File: src/rtl/core/csnp_pkg.sv
// Shared types and constants for the circle snap block.
package csnp_pkg;

  localparam int MAX_ENTITIES_DEF = 256;
  localparam int INDEX_SPAN = 256;             // slots reachable by an 8-bit index
  localparam logic [30:0] SNAP_RESET = 31'd327680;
  localparam int SQRT_STEPS = 33;              // two radicand bits per step, 66-bit d2
  localparam int DIV_STEPS = 32;               // quotient bits
  localparam int CNT_W = 6;

  typedef enum logic [1:0] {
    CMD_WRITE = 2'd0,
    CMD_PICK  = 2'd1,
    CMD_READ  = 2'd2,
    CMD_RSVD  = 2'd3
  } cmd_e;

  typedef enum logic {
    REG_SNAP_DIST = 1'b0,
    REG_ENT_COUNT = 1'b1
  } reg_e;

  typedef enum logic [4:0] {
    OP_NONE,
    OP_CAPTURE,
    OP_ENT_WRITE,
    OP_HL_READ,
    OP_SCAN_INIT,
    OP_ENT_READ,
    OP_SCAN_NEXT,
    OP_DIFF,
    OP_MUL_DX,
    OP_MUL_DY,
    OP_MUL_RS,
    OP_MUL_RD,
    OP_TEST,
    OP_SQRT_STEP,
    OP_MUL_NX,
    OP_MUL_NY,
    OP_DIV_INIT,
    OP_DIV_STEP,
    OP_FIN_X,
    OP_FIN_Y
  } dp_op_e;

  typedef enum logic [4:0] {
    S_IDLE,
    S_DISP,
    S_SCAN,
    S_CHK,
    S_MDX,
    S_MDY,
    S_MRS,
    S_MRD,
    S_TEST,
    S_SQRT,
    S_MNX,
    S_DIXX,
    S_DIVX,
    S_FINX,
    S_MNY,
    S_DIXY,
    S_DIVY,
    S_FINY,
    S_RESP
  } state_e;

  typedef struct packed {
    dp_op_e op;
    logic   out_load;
  } dp_cmd_t;

  typedef struct packed {
    logic [1:0] cmd;
    logic       scan_done;
    logic       is_circle;
    logic       test_hit;
  } dp_stat_t;

endpackage

File: src/rtl/core/csnp_ctrl.sv
// Sequencer for writes, reads and pick scans of the circle snap block.
module csnp_ctrl (
  input  logic                clk_i,
  input  logic                rst_ni,
  input  logic                in_valid_i,
  output logic                in_ready_o,
  output logic                out_valid_o,
  input  logic                out_ready_i,
  input  csnp_pkg::dp_stat_t  stat_i,
  output csnp_pkg::dp_cmd_t   cmd_o
);
  import csnp_pkg::*;

  state_e state_q, state_d;
  logic [CNT_W-1:0] cnt_q, cnt_d;
  logic out_valid_q, out_valid_d;
  logic out_free;

  assign out_free = !out_valid_q || out_ready_i;

  always_ff @(posedge clk_i or negedge rst_ni) begin
    if (!rst_ni) begin
      state_q     <= S_IDLE;
      cnt_q       <= '0;
      out_valid_q <= 1'b0;
    end else begin
      state_q     <= state_d;
      cnt_q       <= cnt_d;
      out_valid_q <= out_valid_d;
    end
  end

  always_comb begin
    state_d      = state_q;
    cnt_d        = cnt_q;
    cmd_o.op     = OP_NONE;
    cmd_o.out_load = 1'b0;
    in_ready_o   = 1'b0;
    out_valid_d  = out_valid_q && !out_ready_i;
    case (state_q)
      S_IDLE: begin
        in_ready_o = 1'b1;
        if (in_valid_i) begin
          cmd_o.op = OP_CAPTURE;
          state_d  = S_DISP;
        end
      end
      S_DISP: begin
        case (stat_i.cmd)
          CMD_WRITE: begin
            cmd_o.op = OP_ENT_WRITE;
            state_d  = S_RESP;
          end
          CMD_READ: begin
            cmd_o.op = OP_HL_READ;
            state_d  = S_RESP;
          end
          CMD_PICK: begin
            cmd_o.op = OP_SCAN_INIT;
            state_d  = S_SCAN;
          end
          default: state_d = S_RESP;
        endcase
      end
      S_SCAN: begin
        if (stat_i.scan_done) begin
          state_d = S_RESP;
        end else begin
          cmd_o.op = OP_ENT_READ;
          state_d  = S_CHK;
        end
      end
      S_CHK: begin
        if (stat_i.is_circle) begin
          cmd_o.op = OP_DIFF;
          state_d  = S_MDX;
        end else begin
          cmd_o.op = OP_SCAN_NEXT;
          state_d  = S_SCAN;
        end
      end
      S_MDX: begin
        cmd_o.op = OP_MUL_DX;
        state_d  = S_MDY;
      end
      S_MDY: begin
        cmd_o.op = OP_MUL_DY;
        state_d  = S_MRS;
      end
      S_MRS: begin
        cmd_o.op = OP_MUL_RS;
        state_d  = S_MRD;
      end
      S_MRD: begin
        cmd_o.op = OP_MUL_RD;
        state_d  = S_TEST;
      end
      S_TEST: begin
        // miss advances the scan inside the datapath
        cmd_o.op = OP_TEST;
        cnt_d    = '0;
        state_d  = stat_i.test_hit ? S_SQRT : S_SCAN;
      end
      S_SQRT: begin
        cmd_o.op = OP_SQRT_STEP;
        cnt_d    = cnt_q + 1'b1;
        if (cnt_q == CNT_W'(SQRT_STEPS - 1)) begin
          state_d = S_MNX;
        end
      end
      S_MNX: begin
        cmd_o.op = OP_MUL_NX;
        state_d  = S_DIXX;
      end
      S_DIXX: begin
        cmd_o.op = OP_DIV_INIT;
        cnt_d    = '0;
        state_d  = S_DIVX;
      end
      S_DIVX: begin
        cmd_o.op = OP_DIV_STEP;
        cnt_d    = cnt_q + 1'b1;
        if (cnt_q == CNT_W'(DIV_STEPS - 1)) begin
          state_d = S_FINX;
        end
      end
      S_FINX: begin
        cmd_o.op = OP_FIN_X;
        state_d  = S_MNY;
      end
      S_MNY: begin
        cmd_o.op = OP_MUL_NY;
        state_d  = S_DIXY;
      end
      S_DIXY: begin
        cmd_o.op = OP_DIV_INIT;
        cnt_d    = '0;
        state_d  = S_DIVY;
      end
      S_DIVY: begin
        cmd_o.op = OP_DIV_STEP;
        cnt_d    = cnt_q + 1'b1;
        if (cnt_q == CNT_W'(DIV_STEPS - 1)) begin
          state_d = S_FINY;
        end
      end
      S_FINY: begin
        cmd_o.op = OP_FIN_Y;
        state_d  = S_RESP;
      end
      S_RESP: begin
        if (out_free) begin
          cmd_o.out_load = 1'b1;
          out_valid_d    = 1'b1;
          state_d        = S_IDLE;
        end
      end
      default: state_d = S_IDLE;
    endcase
  end

  assign out_valid_o = out_valid_q;

  a_accept_leaves_idle: assert property (@(posedge clk_i) disable iff (!rst_ni)
    (in_valid_i && in_ready_o) |=> (state_q == S_DISP))
    else $error("accepted beat did not start work");

  a_sqrt_bound: assert property (@(posedge clk_i) disable iff (!rst_ni)
    (state_q == S_SQRT) |-> (cnt_q < CNT_W'(SQRT_STEPS)))
    else $error("sqrt step count out of range");

  a_div_bound: assert property (@(posedge clk_i) disable iff (!rst_ni)
    (state_q == S_DIVX || state_q == S_DIVY) |-> (cnt_q < CNT_W'(DIV_STEPS)))
    else $error("divide step count out of range");

  a_load_sets_valid: assert property (@(posedge clk_i) disable iff (!rst_ni)
    cmd_o.out_load |=> out_valid_q)
    else $error("result load lost");

  a_no_overwrite: assert property (@(posedge clk_i) disable iff (!rst_ni)
    cmd_o.out_load |-> (!out_valid_q || out_ready_i))
    else $error("pending result overwritten");

endmodule

File: config.mk
export PLATFORM = sky130hd
export DESIGN_NAME = csnp_ctrl
export DESIGN_NICKNAME = d
export VERILOG_FILES = /design/src/rtl/core/csnp_pkg.sv /design/src/rtl/core/csnp_ctrl.sv
export SDC_FILE = /design/constraint.sdc
export NUM_CORES = 1
export LEC_CHECK = 0
export ABC_AREA = 1
export BUFFER_PORTS_ARGS = -buffer_cell sky130_fd_sc_hd__buf_2
export CORE_MARGIN = 8
export CORE_UTILIZATION = 62
export CTS_BUF_LIST = sky130_fd_sc_hd__clkbuf_4
export CTS_CLUSTER_DIAMETER = 200
export DETAILED_ROUTE_END_ITERATION = 8
export PLACE_DENSITY = 0.87
export SETUP_SLACK_MARGIN = 0.3
export SLEW_MARGIN = 20
export SYNTH_ARGS = -nofsm -noshare
export SYNTH_HDL_FRONTEND = slang
export SYNTH_SLANG_ARGS = --single-unit
File: constraint.sdc
create_clock -name clk_i -period 3.6 [get_ports clk_i]
set_clock_uncertainty 0.05 [all_clocks]
set_input_delay 0.18 -clock clk_i [delete_from_list [all_inputs] [get_ports clk_i]]
set_output_delay 0.18 -clock clk_i [all_outputs]
set_load 0.02 [all_outputs]
=== Word level (Yosys, flattened, before mapping) ===
Index checks and enable logic that the tools add are counted.
Widths: inputs -> output; s select.

* Output and inout port bits: 8
* Logic and storage cells: 64
* Input port bits: 9
* Flip-flop bits (word level): 12

* Reduce and logical (&&, ||, !) cells: 12
* Equality and inequality tests: 27
* Multiplexer cells: 21
* Add/subtract/negate cells: 1

{| class="wikitable"
|+ Operator list
! kind !! number
|-
| $pmux 5 s19 || 1
|-
| $pmux 5 s16 || 1
|-
| $eq 5x4->1 const B || 8
|-
| $mux 5 || 7
|-
| $eq 5x3->1 const B || 4
|-
| $eq 5x5->1 const B || 3
|-
| $pmux 6 s2 || 1
|-
| $eq 5x2->1 const B || 2
|-
| $ne 2x2->1 const B || 5
|-
| $pmux 3 s3 || 1
|-
| $mux 1 || 7
|-
| $add 6x1->6 const B || 1
|-
| $eq 6x5->1 const B || 1
|-
| $eq 6x6->1 const B || 1
|-
| $mux 3 || 2
|-
| $reduce_or 3->1 || 2
|-
| $eq 5x1->1 const B || 1
|-
| $logic_not 5->1 || 1
|-
| $reduce_and 5->1 || 1
|-
| $mux 4 || 1
|-
| $reduce_or 2->1 || 2
|-
| $eq 2x1->1 const B || 1
|-
| $eq 2x2->1 const B || 1
|-
| $logic_not 1->1 || 2
|-
| 4 further kinds || 4
|}

=== Depth between registers and ports, before layout ===
* Word-level depth: 4
* Depth in mapped cells: 10
* Mapped depth without buffers: 9

=== Least setup slack after synthesis ===
OpenSTA, ideal clock, no wires.

* Path type: register -> output
* Start point: reg state_q[3]
* End point: out cmd_o[1] (netlist name)
* Arrival: 1274 ps
* Setup slack: 2096 ps
* Buffers on the path: 1
* Data required time: 3370 ps
* Cell stages (with the launch flop): 9
* Cells stage by stage: dfrtp_1 buf_4 nor2_2 nand2_1 nor2_1 nand2_1 nor2_1 nor2_1 nand3_1

{| class="wikitable"
|+ RTL lines
! element !! line !! source
|-
| from (decl) || csnp_ctrl.sv:14 || <nowiki>state_e state_q, state_d;</nowiki>
|-
| from (signal assigned) || csnp_ctrl.sv:27 || <nowiki>state_q <= state_d;</nowiki>
|-
| to (decl) || csnp_ctrl.sv:10 || <nowiki>output csnp_pkg::dp_cmd_t cmd_o</nowiki>
|}

==> summary by stage <==
Power
The overall power consumption is 0.8987 mW. The static leakage is 0.6908 nW. The worst IR drop on VDD is 0.5750 mV. Dividing total power by cell area gives a power density of a little under 800 nW/um2.

CTS
The number of levels the H-tree was split into is 1. After clock tree synthesis, the setup repair step added 0 buffers. The root buffer cell chosen for the clock tree is sky130_fd_sc_hd__clkbuf_4.

The register clock-pin slew on the reported worst setup and hold paths is 0.07 ns. At the later pin of the worst-skew pair, clock insertion delay measures 0.27 ns. The TritonCTS clock tree is built.

The clock sink count is 12. TritonCTS created 3 clock buffers. No sink is reached through more buffers than the 2 on the longest clock path.

GRT
The first global-routing pass estimated just under 5000 um of wire. Global routing finished with a remaining overflow of 0. The total global-route track usage is 0.1830. The pin count of the biggest net entering global routing is 16. The via count of the first global-routing pass is 1158. The initial antenna violation count is 0.

Setup path
The worst setup path is captured at a primary output. The worst reg-to-reg setup slack is 1.80 ns. In this run the worst path has a maximum fanout of 15.

The worst setup path is of the flop to primary output kind. The critical path contains buffers and inverters numbering 2 combined. The number of cells on the worst reg-to-reg path is 8. The kind of cell with the highest combined delay on the critical path is simple AND/OR/NAND/NOR gates. The signal on the critical path passes through inv_1, nand3_1, nor2_1, nand2_1, o21ai_0, nor2_1, nand3_1, buf_2. The worst setup path is launched from a flop. The critical path's largest stage delay is 0.45 ns. The number of cells on the critical path is 8. The arrival time at the worst endpoint is 1.93 ns. STA puts the critical path data required time at 3.37 ns.

For this design, the slowest cell found on the critical path is sky130_fd_sc_hd__dfrtp_1.

STA
Setup violations remaining at the end of the flow were counted as 0. For the final routed database, the setup TNS stands at 0 ns. The pin slew with the least headroom to its limit is 0.4076 ns. The headroom to the max-slew limit is 0.7280. Setup repair after global routing left no endpoint under its margin.

The clock period minus worst slack is 2.164 ns. The number of hold violations in the final report is 0. Timing would allow up to 462.0 MHz. The max-slew violation total from the final report was 0. The share of the cycle needed by the critical path after routing is 0.6012.

Final layout
The most common cell after layout, fill and taps aside is sky130_fd_sc_hd__nand2_1. 0 antenna diodes ended up in the layout. Once layout is complete, the utilization of the core stands at 0.7500. The net total in the final layout is ~210.

In the layout the commonest cells are sky130_fd_sc_hd__nand2_1, sky130_fd_sc_hd__inv_1, sky130_fd_sc_hd__nor2_1, sky130_fd_sc_hd__nand3_1, sky130_fd_sc_hd__buf_2. The proportion of layout cells with a drive suffix above 1 is 0.1295. The area growth from synthesis to layout is 11.19%.

Drt
In this run the remaining antenna-violating nets after routing total 0. In the final routed layout, each cell accounts on average for ~14 um. The initial detailed-routing violation count is 91.

Summed over all layers, the routed wires come to 2840 um. After detailed routing, the number of remaining DRC violations is 0. The routed via count divided by cell count is about 5.7. For this block, the via count after detailed routing is between 1000 and 1500. The first detailed-routing pass took 4 iterations.

Die
The number of top-level pins is 17. The starting density of the core is 0.6745. The die is 56.95 um tall. The area of the core is ~1500 um2. The floorplan die area is between 3000 and 4000 um2. The horizontal extent of the die is 56.95 um.

The row count is 14.

Job
Across the run, the number of max-cap violations was 0.

Synth
The number of register bits inferred by synthesis is 12. The number of distinct library cell variants in the gate-level netlist after synthesis is 20. The net count after synthesis is approximately 190.

The synthesized netlist occupies a cell area of 1040 um2. Synthesis handed over a netlist of 175 instances. The count of yosys warnings during synthesis is 0.

The synthesized area per cell is 5.941 um2. For this run, the register share of the synthesized area comes to 0.2888.

Outcome
The run finished with clean final reports.

Min path
Counting instances, the worst hold path has a depth of 4. The type of the most critical hold path is primary input to flop.

Place
The wire-length estimate of the detail-placed layout is 2149 um. The final estimated routing congestion in global placement is 0.9597. The count of port buffers added during placement is 16.
-- cells by family (layout without fill, tap and decap cells) --
kind of cell	count (synthesis)	in the layout	synth area share
buf+inv	32	50	0.1239
compound gates	15	15	0.07581
simple gates	112	112	0.4705
xor+xnor	2	2	0.01685
fa+ha+maj	2	2	0.02406
flops	12	12	0.2888
-- state kept, by name, summed over array words and instances (netlist names) --
register     flops
cnt_q            6
state_q          5
out_valid_o      1
-- worst reg2reg max path, delay by kind of cell (launching register included) --
kind                   cells  cell delay [ns]
buffers and inverters      1             0.34
flip-flops                 1             0.45
AND/OR/NAND/NOR            7             0.86
-- per-stage QoR --
step / cell area [um2] / hold WS (ns) / instances / worst slack (ns)
after floorplan: 1040 / -0.1656 / 175 / 2.096
after global placement: 1120 / 0.01246 / 204 / 1.819
after detailed placement: 1120 / 0.01744 / 204 / 1.757
after CTS: 1156 / 0.1141 / 209 / 1.449
after global routing: 1156 / 0.1200 / 209 / 1.191
final: 1156 / 0.1196 / 209 / 1.436
-- worst paths after layout --
check                                            start                endpoint
worst max-delay path            state_q[4]$_DFFE_PN0P_                cmd_o[1]
worst min-delay path                       out_ready_i   out_valid_o$_DFF_PN0_
worst max register to register  state_q[4]$_DFFE_PN0P_  state_q[0]$_DFFE_PN0P_
worst min register to register   out_valid_o$_DFF_PN0_   out_valid_o$_DFF_PN0_
max in group asynchronous                       rst_ni    cnt_q[5]$_DFFE_PN0P_
min in group asynchronous                       rst_ni  state_q[2]$_DFFE_PN0P_
-- cells in the mapped netlist --
library cell	n	share of area
sky130_fd_sc_hd__a21oi_1	3	0.014
sky130_fd_sc_hd__a31oi_1	1	0.0060
sky130_fd_sc_hd__buf_2	1	0.0048
sky130_fd_sc_hd__buf_4	2	0.014
sky130_fd_sc_hd__dfrtp_1	12	0.29
sky130_fd_sc_hd__ha_1	2	0.024
sky130_fd_sc_hd__inv_1	29	0.10
sky130_fd_sc_hd__nand2_1	44	0.16
sky130_fd_sc_hd__nand2_2	1	0.0060
sky130_fd_sc_hd__nand3_1	24	0.12
sky130_fd_sc_hd__nand3b_1	2	0.014
sky130_fd_sc_hd__nand4_1	5	0.030
sky130_fd_sc_hd__nor2_1	28	0.10
sky130_fd_sc_hd__nor2_2	4	0.024
sky130_fd_sc_hd__nor3_1	3	0.014
sky130_fd_sc_hd__o211ai_1	1	0.0072
sky130_fd_sc_hd__o21ai_0	9	0.043
sky130_fd_sc_hd__o21ai_1	1	0.0048
sky130_fd_sc_hd__or2_2	1	0.0060
sky130_fd_sc_hd__xor2_1	2	0.017
-- where the power goes --
group,internal [mW],switching [mW],leakage (nW)
Clock,0.0402,0.0434,0.0154
Sequential,0.183,0.0653,0.158
Combinational,0.179,0.388,0.517
Total,0.402,0.497,0.691
-- cell type report --
| type | count | area (um2) |
|---|---|---|
| inverter | 29 | 108.9 |
| clock inverter | 1 | 3.754 |
| clock buffer | 3 | 22.52 |
| tap | 16 | 20.02 |
| sequential | 12 | 300.3 |
| fill | 113 | 385.4 |
| timing repair buffer | 17 | 90.09 |
| multi-input combinational | 131 | 610.6 |
-- routing by layer --
metal  routed length (um)  vias to the layer above  track usage  share of wire
li1                     -                      595            -              -
met1                 1070                      519       0.2008           0.38
met2                 1473                       72       0.3302           0.52
met3                  223                       11      0.03097          0.079
met4                   72                        0      0.08725          0.025
met5                    0                        -            0              0
-- what timing repair did --
action                     CTS  global route
resized for setup            0             0
hold endpoints to repair    12             0
setup endpoints to repair    0             0
hold buffers                 1             0
Note: power is estimated with default switching activity, not from simulation.
